### src/rtl/core/source_comment_stripper_top_assert.svh
// Assertion macros for the source comment stripper.
// Each macro takes a label and checks on the rising edge of clk_i while out of reset.
`ifndef SOURCE_COMMENT_STRIPPER_TOP_ASSERT_SVH
`define SOURCE_COMMENT_STRIPPER_TOP_ASSERT_SVH

// The condition holds at every clock edge.
`define SCS_ASSERT_ALWAYS(lbl, cond) \
  lbl: assert property (@(posedge clk_i) disable iff (!rst_ni) (cond)) \
    else $error("scs check failed");

// When the antecedent holds, the consequent holds at the same edge.
`define SCS_ASSERT_SAME(lbl, ante, cons) \
  lbl: assert property (@(posedge clk_i) disable iff (!rst_ni) (ante) |-> (cons)) \
    else $error("scs check failed");

// When the antecedent holds, the consequent holds at the next edge.
`define SCS_ASSERT_NEXT(lbl, ante, cons) \
  lbl: assert property (@(posedge clk_i) disable iff (!rst_ni) (ante) |=> (cons)) \
    else $error("scs check failed");

`endif

### src/rtl/core/scs_pkg.sv
`timescale 1ns / 1ps
`default_nettype none

package scs_pkg;

  // Language modes held in the configuration register.
  localparam logic [1:0] MODE_COPY = 2'd0;
  localparam logic [1:0] MODE_ASM  = 2'd1;
  localparam logic [1:0] MODE_C    = 2'd2;

  // Register index, taken from paddr bit 2.
  localparam logic REG_IDX_MODE = 1'b0;

  // Characters that the actions insert.
  localparam logic [7:0] CH_TAB   = 8'h09;
  localparam logic [7:0] CH_NL    = 8'h0A;
  localparam logic [7:0] CH_SPACE = 8'h20;
  localparam logic [7:0] CH_SLASH = 8'h2F;

  localparam logic [3:0] ASM_STATES = 4'd14;
  localparam logic [3:0] C_STATES   = 4'd13;

  // Token classes shared by both languages.
  localparam logic [3:0] CLS_NL    = 4'd0;
  localparam logic [3:0] CLS_SPACE = 4'd1;
  localparam logic [3:0] CLS_TAB   = 4'd2;

  // Assembler token classes.
  localparam logic [3:0] CLS_A_SEMI  = 4'd3;
  localparam logic [3:0] CLS_A_STAR  = 4'd4;
  localparam logic [3:0] CLS_A_COLON = 4'd5;
  localparam logic [3:0] CLS_A_DQ    = 4'd6;
  localparam logic [3:0] CLS_A_SQ    = 4'd7;
  localparam logic [3:0] CLS_A_COMMA = 4'd8;
  localparam logic [3:0] CLS_A_LT    = 4'd9;
  localparam logic [3:0] CLS_A_GT    = 4'd10;
  localparam logic [3:0] CLS_A_OTHER = 4'd11;

  // C token classes.
  localparam logic [3:0] CLS_C_SLASH = 4'd3;
  localparam logic [3:0] CLS_C_STAR  = 4'd4;
  localparam logic [3:0] CLS_C_DQ    = 4'd5;
  localparam logic [3:0] CLS_C_SQ    = 4'd6;
  localparam logic [3:0] CLS_C_BSL   = 4'd7;
  localparam logic [3:0] CLS_C_OTHER = 4'd8;

  typedef enum logic [2:0] {
    ACT_ERROR     = 3'd0,
    ACT_DROP      = 3'd1,
    ACT_COPY      = 3'd2,
    ACT_NL        = 3'd3,
    ACT_TABCOPY   = 3'd4,
    ACT_SLASH     = 3'd5,
    ACT_SLASHCOPY = 3'd6,
    ACT_NLCOPY    = 3'd7
  } act_e;

  // One result transaction.
  typedef struct packed {
    logic [7:0] data;
    logic       last;
    logic       err;
  } scs_res_t;

  // Everything one input byte produces: a count and up to two results.
  typedef struct packed {
    logic [1:0] n;
    scs_res_t   r0;
    scs_res_t   r1;
  } scs_dec_t;

  localparam logic [3:0] ASM_NEXT [14][12] = '{
    '{0,2,2,1,1,0,0,0,0,0,0,3},
    '{0,1,1,1,1,1,1,1,1,1,1,1},
    '{0,2,2,1,2,2,2,2,2,2,2,5},
    '{0,4,4,1,3,4,3,3,3,3,3,3},
    '{0,4,4,1,5,4,4,4,4,4,4,5},
    '{0,6,6,1,5,4,5,5,5,5,5,5},
    '{0,6,6,1,8,6,9,11,7,13,6,8},
    '{0,1,1,1,8,7,9,11,7,13,7,8},
    '{0,1,1,1,8,8,9,11,7,8,8,8},
    '{9,9,9,9,9,9,10,9,9,9,9,9},
    '{0,1,1,1,10,10,9,10,7,8,8,8},
    '{11,11,11,11,11,11,11,12,11,11,11,11},
    '{0,1,1,1,12,12,12,11,7,8,8,8},
    '{13,13,13,13,13,13,13,13,13,13,8,13}
  };

  localparam logic [2:0] ASM_ACT [14][12] = '{
    '{1,1,1,1,1,0,0,0,0,0,0,2},
    '{1,1,1,1,1,1,1,1,1,1,1,1},
    '{1,1,1,1,0,0,0,0,0,0,0,4},
    '{2,1,1,3,2,1,0,0,0,0,0,2},
    '{2,1,1,3,4,0,0,0,0,0,0,4},
    '{2,1,1,3,2,1,0,0,0,0,0,2},
    '{2,1,1,3,4,0,4,4,4,4,0,4},
    '{2,3,3,3,2,0,2,2,2,2,0,2},
    '{2,3,3,3,2,0,2,2,2,2,2,2},
    '{0,2,2,2,2,2,2,2,2,2,2,2},
    '{2,3,3,3,0,0,2,0,2,2,2,2},
    '{0,2,2,2,2,2,2,2,2,2,2,2},
    '{2,3,3,3,0,0,0,2,2,2,2,2},
    '{0,2,2,2,2,2,2,2,2,2,2,2}
  };

  localparam logic [3:0] C_NEXT [13][9] = '{
    '{0,0,0,1,4,9,11,4,4},
    '{0,5,5,6,2,9,11,4,4},
    '{2,2,2,2,3,2,2,2,2},
    '{2,2,2,0,3,2,2,2,2},
    '{0,5,5,6,4,9,11,4,4},
    '{0,5,5,6,4,9,11,4,4},
    '{0,5,5,6,7,9,11,4,4},
    '{2,7,7,7,8,7,7,7,7},
    '{2,7,7,5,8,7,7,7,7},
    '{9,9,9,9,9,4,9,10,9},
    '{10,9,9,9,9,9,9,9,9},
    '{11,11,11,11,11,11,4,12,11},
    '{12,11,11,11,11,11,11,11,11}
  };

  localparam logic [2:0] C_ACT [13][9] = '{
    '{1,1,1,1,2,2,2,2,2},
    '{6,5,5,5,1,6,6,6,6},
    '{1,1,1,1,1,1,1,1,1},
    '{1,1,1,1,1,1,1,1,1},
    '{2,1,1,1,2,2,2,2,2},
    '{2,1,1,1,4,4,4,4,4},
    '{6,5,5,5,1,6,6,6,6},
    '{2,1,1,1,1,1,1,1,1},
    '{2,1,1,1,1,1,1,1,1},
    '{0,2,2,2,2,2,2,2,2},
    '{0,2,2,2,2,2,2,2,2},
    '{0,2,2,2,2,2,2,2,2},
    '{0,2,2,2,2,2,2,2,2}
  };

  function automatic logic [3:0] asm_class(input logic [7:0] b);
    case (b)
      CH_NL:    return CLS_NL;
      CH_SPACE: return CLS_SPACE;
      CH_TAB:   return CLS_TAB;
      8'h3B:    return CLS_A_SEMI;
      8'h2A:    return CLS_A_STAR;
      8'h3A:    return CLS_A_COLON;
      8'h22:    return CLS_A_DQ;
      8'h27:    return CLS_A_SQ;
      8'h2C:    return CLS_A_COMMA;
      8'h3C:    return CLS_A_LT;
      8'h3E:    return CLS_A_GT;
      default:  return CLS_A_OTHER;
    endcase
  endfunction

  function automatic logic [3:0] c_class(input logic [7:0] b);
    case (b)
      CH_NL:    return CLS_NL;
      CH_SPACE: return CLS_SPACE;
      CH_TAB:   return CLS_TAB;
      CH_SLASH: return CLS_C_SLASH;
      8'h2A:    return CLS_C_STAR;
      8'h22:    return CLS_C_DQ;
      8'h27:    return CLS_C_SQ;
      8'h5C:    return CLS_C_BSL;
      default:  return CLS_C_OTHER;
    endcase
  endfunction

endpackage

`default_nettype wire

### src/rtl/core/source_comment_stripper_top.sv
// Source comment stripper: a byte-serial text filter.
// Input channel: in_valid_i / in_stall_o carry one source byte per transaction.
// Output channel: out_valid_o / out_stall_i carry one result byte per
// transaction, with last_of_run_o marking the final result of an input byte
// and error_flag_o marking a table error (the block then drops all later input
// until reset).
// Configuration: an APB-style port with one register, language_mode, at byte
// address 0 (0 copy, 1 assembler, 2 C, 3 copy). Writing it restarts the scan in
// the newline state; write it only while no transaction is in flight.
// An accepted byte waits in the input register until all of its results fit
// in the two-entry result buffer, into which it is then decoded; the buffer's
// head slot offers the first result. Throughput: one input byte per cycle
// when it yields zero or one result and the receiver does not stall; a byte
// with two results waits until the single-byte output port empties the buffer.
// Reset clears the mode to copy, the scan state, the halt flag and both queues.
// When the receiver stalls, the result buffer fills, and the input register
// then holds its byte and raises in_stall_o until space opens again.
`timescale 1ns / 1ps
`default_nettype none

module source_comment_stripper_top import scs_pkg::*; (
  input  wire logic        clk_i,
  input  wire logic        rst_ni,
  input  wire logic        psel,
  input  wire logic        penable,
  input  wire logic        pwrite,
  input  wire logic [2:0]  paddr,
  input  wire logic [31:0] pwdata,
  output logic [31:0]      prdata,
  output logic             pready,
  input  wire logic        in_valid_i,
  output logic             in_stall_o,
  input  wire logic [7:0]  in_byte_i,
  output logic             out_valid_o,
  input  wire logic        out_stall_i,
  output logic [7:0]       out_byte_o,
  output logic             last_of_run_o,
  output logic             error_flag_o
);

  // Configuration port: single register, always ready.
  logic       cfg_we;
  logic [1:0] mode;

  assign pready = 1'b1;
  assign cfg_we = psel && penable && pwrite && (paddr[2] == REG_IDX_MODE);
  assign prdata = (paddr[2] == REG_IDX_MODE) ? {30'd0, mode} : 32'd0;

  // Input register: one byte waiting to be decoded.
  logic       in_vld_q;
  logic [7:0] in_byte_q;
  logic       in_accept;
  logic       load;

  assign in_stall_o = in_vld_q && !load;
  assign in_accept  = in_valid_i && !in_stall_o;

  always_ff @(posedge clk_i or negedge rst_ni) begin
    if (!rst_ni) begin
      in_vld_q <= 1'b0;
    end else if (in_accept) begin
      in_vld_q <= 1'b1;
    end else if (load) begin
      in_vld_q <= 1'b0;
    end
  end

  always_ff @(posedge clk_i) begin
    if (in_accept) begin
      in_byte_q <= in_byte_i;
    end
  end

  // Decoder and scan state. The state only moves when the byte is loaded or the mode is written.
  scs_dec_t dec;

  scs_scan u_scan (
    .clk_i       (clk_i),
    .rst_ni      (rst_ni),
    .cfg_we_i    (cfg_we),
    .cfg_mode_i  (pwdata[1:0]),
    .item_byte_i (in_byte_q),
    .item_take_i (load),
    .dec_o       (dec),
    .mode_o      (mode)
  );

  // Result buffer: two entries, slot 0 is the head. A byte is loaded only if
  // all of its results fit after this cycle's pop, so nothing is ever split.
  scs_res_t   slot_q [2];
  scs_res_t   slot_d [2];
  logic [1:0] cnt_q, cnt_d, cnt_pop;
  logic [2:0] fill;
  logic       pop;

  assign pop     = (cnt_q != 2'd0) && !out_stall_i;
  assign cnt_pop = cnt_q - {1'b0, pop};
  assign fill    = {1'b0, cnt_pop} + {1'b0, dec.n};
  assign load    = in_vld_q && (fill <= 3'd2);

  always_comb begin
    slot_d[0] = slot_q[0];
    slot_d[1] = slot_q[1];
    cnt_d     = cnt_pop;
    if (pop) begin
      slot_d[0] = slot_q[1];
    end
    if (load) begin
      case (dec.n)
        2'd1: begin
          slot_d[cnt_pop[0]] = dec.r0;
        end
        2'd2: begin
          slot_d[0] = dec.r0;
          slot_d[1] = dec.r1;
        end
        default: begin
        end
      endcase
      cnt_d = fill[1:0];
    end
  end

  always_ff @(posedge clk_i or negedge rst_ni) begin
    if (!rst_ni) begin
      cnt_q <= 2'd0;
    end else begin
      cnt_q <= cnt_d;
    end
  end

  always_ff @(posedge clk_i) begin
    slot_q[0] <= slot_d[0];
    slot_q[1] <= slot_d[1];
  end

  assign out_valid_o   = (cnt_q != 2'd0);
  assign out_byte_o    = slot_q[0].data;
  assign last_of_run_o = slot_q[0].last;
  assign error_flag_o  = slot_q[0].err;

  `include "source_comment_stripper_top_assert.svh"

  // The buffer never holds more than two results.
  `SCS_ASSERT_ALWAYS(a_cnt_range, cnt_q <= 2'd2)
  // A byte with two results only loads when the buffer is empty after this cycle's pop.
  `SCS_ASSERT_SAME(a_pair_fits, load && (dec.n == 2'd2), cnt_pop == 2'd0)
  // An error result always closes its run.
  `SCS_ASSERT_SAME(a_err_last, out_valid_o && error_flag_o, last_of_run_o)
  // Nothing follows an error result once it has been taken.
  `SCS_ASSERT_NEXT(a_err_final, out_valid_o && error_flag_o && !out_stall_i, !out_valid_o)
  // A byte held in the input register keeps its value until loaded.
  `SCS_ASSERT_NEXT(a_in_hold, in_vld_q && !load, in_vld_q && $stable(in_byte_q))

endmodule

`default_nettype wire

### src/rtl/core/scs_scan.sv
`timescale 1ns / 1ps
`default_nettype none

// Holds the scan state, the halt flag and the language mode, and decodes one
// byte into its results. State advances only when the caller takes the item.
module scs_scan import scs_pkg::*; (
  input  wire logic       clk_i,
  input  wire logic       rst_ni,
  input  wire logic       cfg_we_i,
  input  wire logic [1:0] cfg_mode_i,
  input  wire logic [7:0] item_byte_i,
  input  wire logic       item_take_i,
  output scs_dec_t        dec_o,
  output logic [1:0]      mode_o
);

  logic [1:0] mode_q, mode_d;
  logic [3:0] scan_q, scan_d;
  logic       halted_q, halted_d;

  logic [3:0] st_asm, st_c, cls_asm, cls_c, nxt;
  logic       table_mode;
  act_e       act;

  always_comb begin
    st_asm  = (scan_q >= ASM_STATES) ? 4'd0 : scan_q;
    st_c    = (scan_q >= C_STATES) ? 4'd0 : scan_q;
    cls_asm = asm_class(item_byte_i);
    cls_c   = c_class(item_byte_i);
    if (mode_q == MODE_ASM) begin
      act = act_e'(ASM_ACT[st_asm][cls_asm]);
      nxt = ASM_NEXT[st_asm][cls_asm];
    end else begin
      act = act_e'(C_ACT[st_c][cls_c]);
      nxt = C_NEXT[st_c][cls_c];
    end
    table_mode = (mode_q == MODE_ASM) || (mode_q == MODE_C);
  end

  always_comb begin
    dec_o = '0;
    if (halted_q) begin
      dec_o.n = 2'd0;
    end else if (!table_mode) begin
      dec_o.n  = 2'd1;
      dec_o.r0 = '{data: item_byte_i, last: 1'b1, err: 1'b0};
    end else begin
      case (act)
        ACT_ERROR: begin
          dec_o.n  = 2'd1;
          dec_o.r0 = '{data: 8'h00, last: 1'b1, err: 1'b1};
        end
        ACT_DROP: begin
          dec_o.n = 2'd0;
        end
        ACT_COPY: begin
          dec_o.n  = 2'd1;
          dec_o.r0 = '{data: item_byte_i, last: 1'b1, err: 1'b0};
        end
        ACT_NL: begin
          dec_o.n  = 2'd1;
          dec_o.r0 = '{data: CH_NL, last: 1'b1, err: 1'b0};
        end
        ACT_TABCOPY: begin
          dec_o.n  = 2'd2;
          dec_o.r0 = '{data: CH_TAB, last: 1'b0, err: 1'b0};
          dec_o.r1 = '{data: item_byte_i, last: 1'b1, err: 1'b0};
        end
        ACT_SLASH: begin
          dec_o.n  = 2'd1;
          dec_o.r0 = '{data: CH_SLASH, last: 1'b1, err: 1'b0};
        end
        ACT_SLASHCOPY: begin
          dec_o.n  = 2'd2;
          dec_o.r0 = '{data: CH_SLASH, last: 1'b0, err: 1'b0};
          dec_o.r1 = '{data: item_byte_i, last: 1'b1, err: 1'b0};
        end
        ACT_NLCOPY: begin
          dec_o.n  = 2'd2;
          dec_o.r0 = '{data: CH_NL, last: 1'b0, err: 1'b0};
          dec_o.r1 = '{data: item_byte_i, last: 1'b1, err: 1'b0};
        end
        default: begin
          dec_o.n = 2'd0;
        end
      endcase
    end
  end

  always_comb begin
    mode_d   = mode_q;
    scan_d   = scan_q;
    halted_d = halted_q;
    if (cfg_we_i) begin
      mode_d = cfg_mode_i;
      scan_d = 4'd0;
    end else if (item_take_i && !halted_q && table_mode) begin
      scan_d = nxt;
      if (act == ACT_ERROR) begin
        halted_d = 1'b1;
      end
    end
  end

  always_ff @(posedge clk_i or negedge rst_ni) begin
    if (!rst_ni) begin
      mode_q   <= MODE_COPY;
      scan_q   <= 4'd0;
      halted_q <= 1'b0;
    end else begin
      mode_q   <= mode_d;
      scan_q   <= scan_d;
      halted_q <= halted_d;
    end
  end

  assign mode_o = mode_q;

endmodule

`default_nettype wire

### config.mk
export PLATFORM = sky130hd
export DESIGN_NAME = source_comment_stripper_top
export DESIGN_NICKNAME = d
export VERILOG_FILES = /design/src/rtl/core/scs_pkg.sv /design/src/rtl/core/source_comment_stripper_top.sv /design/src/rtl/core/scs_scan.sv
export VERILOG_INCLUDE_DIRS = /design/src /design/src/rtl/core
export SDC_FILE = /design/constraint.sdc
export NUM_CORES = 1
export LEC_CHECK = 0
export BUFFER_PORTS_ARGS = -buffer_cell sky130_fd_sc_hd__buf_2
export CORE_UTILIZATION = 55
export CTS_CLUSTER_DIAMETER = 100
export DETAILED_ROUTE_END_ITERATION = 16
export PLACE_DENSITY = 0.8
export SLEW_MARGIN = 20
export SYNTH_ARGS = -nofsm -noshare
export SYNTH_HDL_FRONTEND = slang
export SYNTH_SLANG_ARGS = --single-unit
export TNS_END_PERCENT = 20
### constraint.sdc
create_clock -name clk_i -period 8.5 [get_ports clk_i]
set_input_delay 1.7 -clock clk_i [delete_from_list [all_inputs] [get_ports clk_i]]
set_output_delay 1.7 -clock clk_i [all_outputs]
set_load 0.005 [all_outputs]
* After elaboration in Yosys (flattened, before gate mapping)
Memories as Yosys holds them, arrays and structs flattened.
Index checks and enable logic that the tools add are counted.
** Storage, ports and cells
- RAM bits :: 20
- Latch bits :: 0
- Memories kept :: 5
- Output and inout bits :: 45
- Register bits after elaboration :: 18
- Bits of input ports :: 50
- Memory bits (read-only) :: 2352
** Operators by class
- Magnitude comparators :: 9
- Equal/unequal tests :: 24
- $add $sub $neg :: 2
- Div/mod/pow operators :: 0
- Shift operators :: 0
- Bitwise gates (word level) :: 7
- Reduce and logical (&&, ||, !) cells :: 22
- Multiply operators :: 0
- Mux-type cells :: 45
** Memories
- (name not given) :: depth 16, bits a word 48, read ports 1, clocked after memory_dff 0, wr ports 0, RTL line scs_scan.sv:32 : nxt = ASM_NEXT[st_asm][cls_asm];
- (name not given) :: depth 16, bits a word 36, read ports 1, clocked after memory_dff 0, wr ports 0, RTL line scs_scan.sv:35 : nxt = C_NEXT[st_c][cls_c];
- (name not given) :: depth 16, bits a word 36, read ports 1, clocked after memory_dff 0, wr ports 0, RTL line scs_scan.sv:31 : act = act_e'(ASM_ACT[st_asm][cls_asm]);
- (name not given) :: depth 16, bits a word 27, read ports 1, clocked after memory_dff 0, wr ports 0, RTL line scs_scan.sv:34 : act = act_e'(C_ACT[st_c][cls_c]);
- slot_q :: depth 2, bits a word 10, read ports 2, clocked after memory_dff 0, wr ports 2, RTL line source_comment_stripper_top.sv:90 : scs_res_t slot_q [2];
** Operators with widths (number)
- 36-bit two-way mux :: 4
- 48-bit two-way mux :: 2
- 8-bit by 6-bit equality test with 1-bit output, second input constant :: 10
- 10-bit one-hot mux with 7 select lines :: 1
- 27-bit two-way mux :: 2
- 4-bit one-hot mux with 11 select lines :: 1
- 10-bit two-way mux :: 4
- 20-bit two-way mux :: 2
- 20-bit one-hot mux with 2 select lines :: 1
- 4-bit two-way mux :: 9
- 4-bit binary-select mux with 4-bit select :: 2
- 4-bit one-hot mux with 8 select lines :: 1
- 3-bit binary-select mux with 4-bit select :: 2
- 20-bit bitwise mux :: 1
- 5-bit greater-or-equal comparator, second input constant :: 4
- 4-bit NOT with 5-bit output :: 4
- 8-bit by 4-bit equality test with 1-bit output, second input constant :: 2
- 3-bit two-way mux :: 5
- 3-bit equality test, second input constant :: 4
- 12-bit two-way mux :: 1
- 10-bit demux with 1-bit select :: 1
- 1-bit logical AND :: 10
- 8-bit by 7-bit equality test with 1-bit output, second input constant :: 1
- 4-bit greater-or-equal comparator, second input constant :: 2
- other kinds (21) :: 33

* Longest topological paths before layout
- Depth after elaboration :: 23
- Depth in mapped cells :: 26
- Mapped depth without buffers :: 22

* Cells and area by module
Synthesis repeated with hierarchy kept, for this count alone.
** Unflattened totals
- Cell total of the unflattened synthesis :: 652
- Area total of the unflattened synthesis :: 4921.0 µm²
** Modules (own cells, without submodules)
- scs_scan :: area each 3039.2 µm², times used 1, cells each 484
- source_comment_stripper_top :: area each 1881.8 µm², times used 1, cells each 168

* Worst setup path before layout
Ideal clock, no wire load.
- Kind :: register to output
- Start :: register u_scan.scan_q[3]
- End :: output port in_stall_o
- Required time :: 6.800 ns
- Slack :: 1.845 ns
- Arrival time :: 4.955 ns
- Cell stages (with the launch flop) :: 23
- Path through :: dfrtp_1 clkbuf_1 clkbuf_1 clkbuf_1 buf_1 buf_1 a21oi_1 inv_1 ha_1 inv_1 o211a_1 nor2_1 o21ai_0 a221oi_1 a32oi_1 xnor2_1 o21ai_0 inv_1 ha_1 fa_1 a21oi_1 nand2b_1 inv_1
** Between the ends
- Longest elaborated chain between the ends :: 20
** Ends and longest elaborated chain
- start: declaration :: RTL line scs_scan.sv:18 : logic [3:0] scan_q, scan_d;
- start signal: assignment :: RTL line scs_scan.sv:112 : scan_q <= scan_d;
- 4-bit greater-or-equal comparator (on tied branches) :: RTL line scs_scan.sv:27, scs_scan.sv:26
- 4-bit two-way mux (on tied branches) :: RTL line scs_scan.sv:27, scs_scan.sv:26
- 4-bit NOT with 5-bit output (on tied branches) :: RTL line scs_scan.sv:34, scs_scan.sv:31
- memory read 16 x 27 bit or memory read 16 x 36 bit (tied branches)
- 27-bit two-way mux (implied by the code) or 36-bit two-way mux (tied branches) (2 in a row) :: RTL line scs_scan.sv:34, scs_scan.sv:31
- 3-bit binary-select mux with 4-bit select (on tied branches) :: RTL line scs_scan.sv:34, scs_scan.sv:31
- 3-bit two-way mux (on tied branches) (2 in a row) :: RTL line scs_scan.sv:34, scs_scan.sv:31
- 3-bit two-way mux (*) :: RTL line scs_scan.sv:30 : if (mode_q == MODE_ASM) begin
- [... 2 more ...]
- 2-bit one-hot mux with 3 select lines (*) :: RTL line scs_scan.sv:48 : case (act)
- 12-bit two-way mux (*) :: RTL line scs_scan.sv:44 : end else if (!table_mode) begin
- 2-bit two-way mux (*) :: RTL line scs_scan.sv:42 : if (halted_q) begin
- 2-bit by 2-bit adder with 3-bit output (*) :: RTL line source_comment_stripper_top.sv:98 : assign fill = {1'b0, cnt_pop} + {1'b0, dec.n};
- 3-bit by 2-bit <= comparator with 1-bit output (*) :: RTL line source_comment_stripper_top.sv:99 : assign load = in_vld_q && (fill <= 3'd2);
- 1-bit logical AND (*) :: RTL line source_comment_stripper_top.sv:99
- 1-bit zero test (*) :: RTL line source_comment_stripper_top.sv:55 : assign in_stall_o = in_vld_q && !load;
- 1-bit logical AND (*) :: RTL line source_comment_stripper_top.sv:55
- end: declaration :: RTL line source_comment_stripper_top.sv:32 : output logic in_stall_o,
Every way passes the cells marked *; elsewhere a longest branch is shown, timed or not. The select of a mux whose other input is x is not followed.

* Worst setup path in the final report
- Start :: register in_byte_q[4]
- End :: output port in_stall_o
** Between the ends
- Longest elaborated chain between the ends :: 17
** Ends and longest elaborated chain
- start: declaration :: RTL line source_comment_stripper_top.sv:51 : logic [7:0] in_byte_q;
- start signal: assignment :: RTL line source_comment_stripper_top.sv:70 : in_byte_q <= in_byte_i;
- 8-bit by 6-bit equality test with 1-bit output (tied with other cells) :: RTL line scs_pkg.sv:139 : case (b)
- 4-bit one-hot mux with 11 select lines or 4-bit one-hot mux with 8 select lines (tied branches) :: RTL line scs_pkg.sv:139, scs_pkg.sv:156
- 4-bit NOT with 5-bit output (on tied branches) :: RTL line scs_scan.sv:31, scs_scan.sv:34
- 3-bit binary-select mux with 4-bit select (on tied branches) :: RTL line scs_scan.sv:31, scs_scan.sv:34
- 3-bit two-way mux (on tied branches) (2 in a row) :: RTL line scs_scan.sv:31, scs_scan.sv:34
- 3-bit two-way mux (*) :: RTL line scs_scan.sv:30
- 3-bit by 2-bit equality test with 1-bit output (tied with other cells) :: RTL line scs_scan.sv:48
- 4-bit OR reduction (no line) or 3-bit OR reduction (tied branches)
- 2-bit one-hot mux with 3 select lines (*) :: RTL line scs_scan.sv:48
- 12-bit two-way mux (*) :: RTL line scs_scan.sv:44
- 2-bit two-way mux (*) :: RTL line scs_scan.sv:42
- 2-bit by 2-bit adder with 3-bit output (*) :: RTL line source_comment_stripper_top.sv:98
- 3-bit by 2-bit <= comparator with 1-bit output (*) :: RTL line source_comment_stripper_top.sv:99
- 1-bit logical AND (*) :: RTL line source_comment_stripper_top.sv:99
- 1-bit zero test (*) :: RTL line source_comment_stripper_top.sv:55
- 1-bit logical AND (*) :: RTL line source_comment_stripper_top.sv:55
Marks and branches as above.

==> run summary <==
Status - finished clean
Post-synthesis instance total - 612
Final Max Slew Viols - 0
Slew margin rel. - 34.3%
Post-CTS Setup Bufs - 0
Hold Path End - u_scan.mode_o[0]
Final instance area - 4630 um2
EDFF count, synth - 18
Leak - 1.83 nW
Final setup violation count - 0
Post-DP HPWL - 9480 um
CTS tree - built
Cts hold-fix bufs - 0
Drt pass-1 iters - 5
All-Layer GR Usage - 30.4%
Area Overhead vs Synth - 0.900%
Synthesized flop and latch total - 38
Top_reg_cell synth - edfxtp_1
Unrepaired setup endpoints after global routing - false
Mean number of vias per cell - 6.83
Clock Skews - 0.0119 ns
HP Start - u_scan.mode_o[0]
CTS clk-pin slew, worst paths - 0.07 ns
Worst Path Class, Setup - reg -> out
Count of unique library cells instantiated by Yosys - 85
Worst skew pair latency - 0.29 ns
Clock period minus worst slack - 7.23 ns
Final hold viol count - 0
Cell Area, Placed - 4550 um2
Worst slew pin tran - 0.983 ns
Chip width - 93.3 um
Share of layout cells above drive strength 1 - 10.4%
H-tree levels - 2
Synth warn - 0
Core area - 7890 um2
Clk buf depth - 2
Cell count of the worst reg-to-reg path - 15
Row count - 32
PD cells - 139 nW/um2
Delay-heaviest family, CP - simple AND/OR/NAND/NOR gates
Vias in the first global route - 4269
Part of the cycle the worst path needs - 85.1%
Most used cell, CP - inv_1
Fillers - 746
Root buffer cell - clkbuf_8
Slowest CP cell - nor2_2
Worst min path class - reg -> reg
Antenna Cells - 0
Commonest non-fill, non-tap cell in the layout - nand2_1
CP Capture Type - primary output
Antenna violations before repair - 0
Seq/Total Area, Yosys - 21.6%
CP peak stage delay - 0.72 ns
Max frequency - 138 MHz
Clock Sink Count - 38
DRC - 0
Max FO, Critical Path - 22
Gp weighted congestion - 1.01
DR vias - 4838
Worst reg-to-reg setup slack - 2.24 ns
Arrival time worst endpoint - 5.53 ns
TritonCTS buffer count - 5
Synthesized area - 4590 um2
Grt ovf - 0
Most frequent cells in the layout - nand2_1 (71), a21oi_1 (50), nor2_1 (43), o21ai_0 (42)
Crit-path cells - nor3_1 > nand4b_1 > o21a_1 > nor2_2 > a2111oi_2 > o22ai_1 > a32oi_1 > xnor2_1 > o21ai_0 > inv_1 > ha_1 > fa_1 > a21oi_1 > nand2b_1 > inv_1 > buf_2
Hold slack - 0.509 ns
Routed length per placed instance - 18.6 um
Starting DRC count in detailed routing - 593
I/O Buffers - 31
Routed WL - 13200 um
Post-route ant nets - 0
Initial core utilization - 58.2%
WHS Path Cells - 2
Num ports - 95
First-pass GRT wire length - 21100 um
Startpoint Class - flop
Crit path buf inv count - 3
Reg-to-reg endpoint - slot_q[0][14]
Crit path required time - 6.80 ns
Synth Area per Inst - 7.50 um2
Layout Nets - 670
Maxcap violations - 0
TNS Setup - 0 ns
Worst VDD drop - 0.0000956 V
Area occupied by multi-input gates - 3140 um2
Asr flop ratio synth - 26.3%
Die Y - 93.3 um
Largest net degree at the start of global routing - 45
R2R Path Start - in_byte_q[4]
Die area - 8710 um2
Area taken by flip-flops and latches - 991 um2
Post-cts sizing count - 0
==> cells by family (layout without fill, tap and decap cells) <==
| family | Yosys count | after routing | share of synthesized area, % |
|---|---|---|---|
| compound gates | 223 | 223 | 33.9 |
| xor+xnor | 7 | 7 | 1.34 |
| fa+ha+maj | 16 | 16 | 4.47 |
| buf+inv | 105 | 70 | 12.5 |
| flops | 38 | 38 | 21.6 |
| mux | 16 | 16 | 3.90 |
| other cells | 2 | 31 | 0.164 |
| simple gates | 205 | 205 | 22.2 |
==> worst reg2reg max path, stage by stage (launching register included) <==
cell	delay (ns)
edfxtp_1	0.62
nor3_1	0.57
nand4b_1	0.29
o21a_1	0.23
nor2_2	0.73
a2111oi_2	0.17
o22ai_1	0.43
a32oi_1	0.26
xnor2_1	0.17
o21ai_0	0.43
inv_1	0.15
ha_1	0.25
fa_1	0.45
a21oi_1	0.19
nand2_1	0.22
nor2_1	0.75
==> per-stage QoR <==
step	setup WS [ns]	std cells	util [%]	power, mW
floorplan	1.84	641	-	0.475
global placement	1.83	700	57.7	0.509
detailed placement	1.70	700	57.7	0.518
CTS	1.39	708	58.7	0.639
global route	0.922	708	58.7	0.686
finish	1.27	708	58.7	0.643
==> synth_stat cells, drive strengths merged (5+ instances only) <==
cell type | number | share of area (%)
mux2i | 13 | 2.9
inv | 24 | 2.0
a31oi | 10 | 1.4
clkbuf | 24 | 2.0
o22ai | 11 | 1.6
o311ai | 6 | 1.3
nor3 | 19 | 2.1
nand2 | 72 | 5.9
and3 | 5 | 0.68
buf | 56 | 8.5
nand2b | 10 | 1.4
o32ai | 7 | 1.3
a211oi | 7 | 1.1
a221oi | 9 | 1.7
xnor2 | 5 | 0.95
o21ai | 42 | 4.6
and2 | 7 | 0.95
dfrtp | 10 | 5.5
a22oi | 8 | 1.3
a21boi | 5 | 0.82
edfxtp | 18 | 12
ha | 14 | 3.8
a211o | 6 | 1.1
dfxtp | 10 | 4.4
o211ai | 7 | 1.1
nor2 | 44 | 3.7
nand3 | 11 | 1.2
nor2b | 7 | 0.95
o31ai | 8 | 1.3
a22o | 6 | 1.1
a21oi | 52 | 6.0
==> metal layers <==
metal  share of wire (%)  up-vias  wire length [um]  GRT usage [%]
met1                  41     2226              5420           41.5
met2                  45      351              6000           49.5
li1                    -     2214                 -              -
met3                  11       47              1440           4.15
met5                   0        -                 0              0
met4                 2.5        0               336           9.49
==> area by class of cell <==
| cell class | count | area share [%] |
|---|---|---|
| multi-input combinational | 498 | 67.7 |
| inverter | 25 | 2.03 |
| clock buffer | 6 | 1.57 |
| clock inverter | 2 | 0.216 |
| sequential | 38 | 21.4 |
| tap | 102 | 2.76 |
| timing repair buffer | 37 | 4.32 |
==> worst max-delay path by stage <==
stage	from	endpoint	slack (ns)	depth (start not counted)
final	in_byte_q[4]	in_stall_o	1.27	16
after global routing	in_byte_q[2]	in_stall_o	0.92	16
after CTS	in_byte_q[4]	in_stall_o	1.39	16
after detailed placement	in_byte_q[4]	in_stall_o	1.70	16
after global placement	in_byte_q[2]	in_stall_o	1.83	16
after floorplan	u_scan.scan_q[3]	in_stall_o	1.84	22
==> state kept, by name (all words and copies together), names as in the netlist <==
| name | cells |
|---|---|
| in_byte_q | 8 |
| u_scan.mode_o | 2 |
| slot_q | 20 |
| u_scan.scan_q | 4 |
| in_vld_q | 1 |
| cnt_q | 2 |
| u_scan.halted_q | 1 |
==> power by group <==
group	switching [mW]	internal, mW
clock	0.0644	0.0569
combinational	0.164	0.104
sequential	0.0394	0.215
total	0.267	0.376
Power figures use the tool's default switching activity.
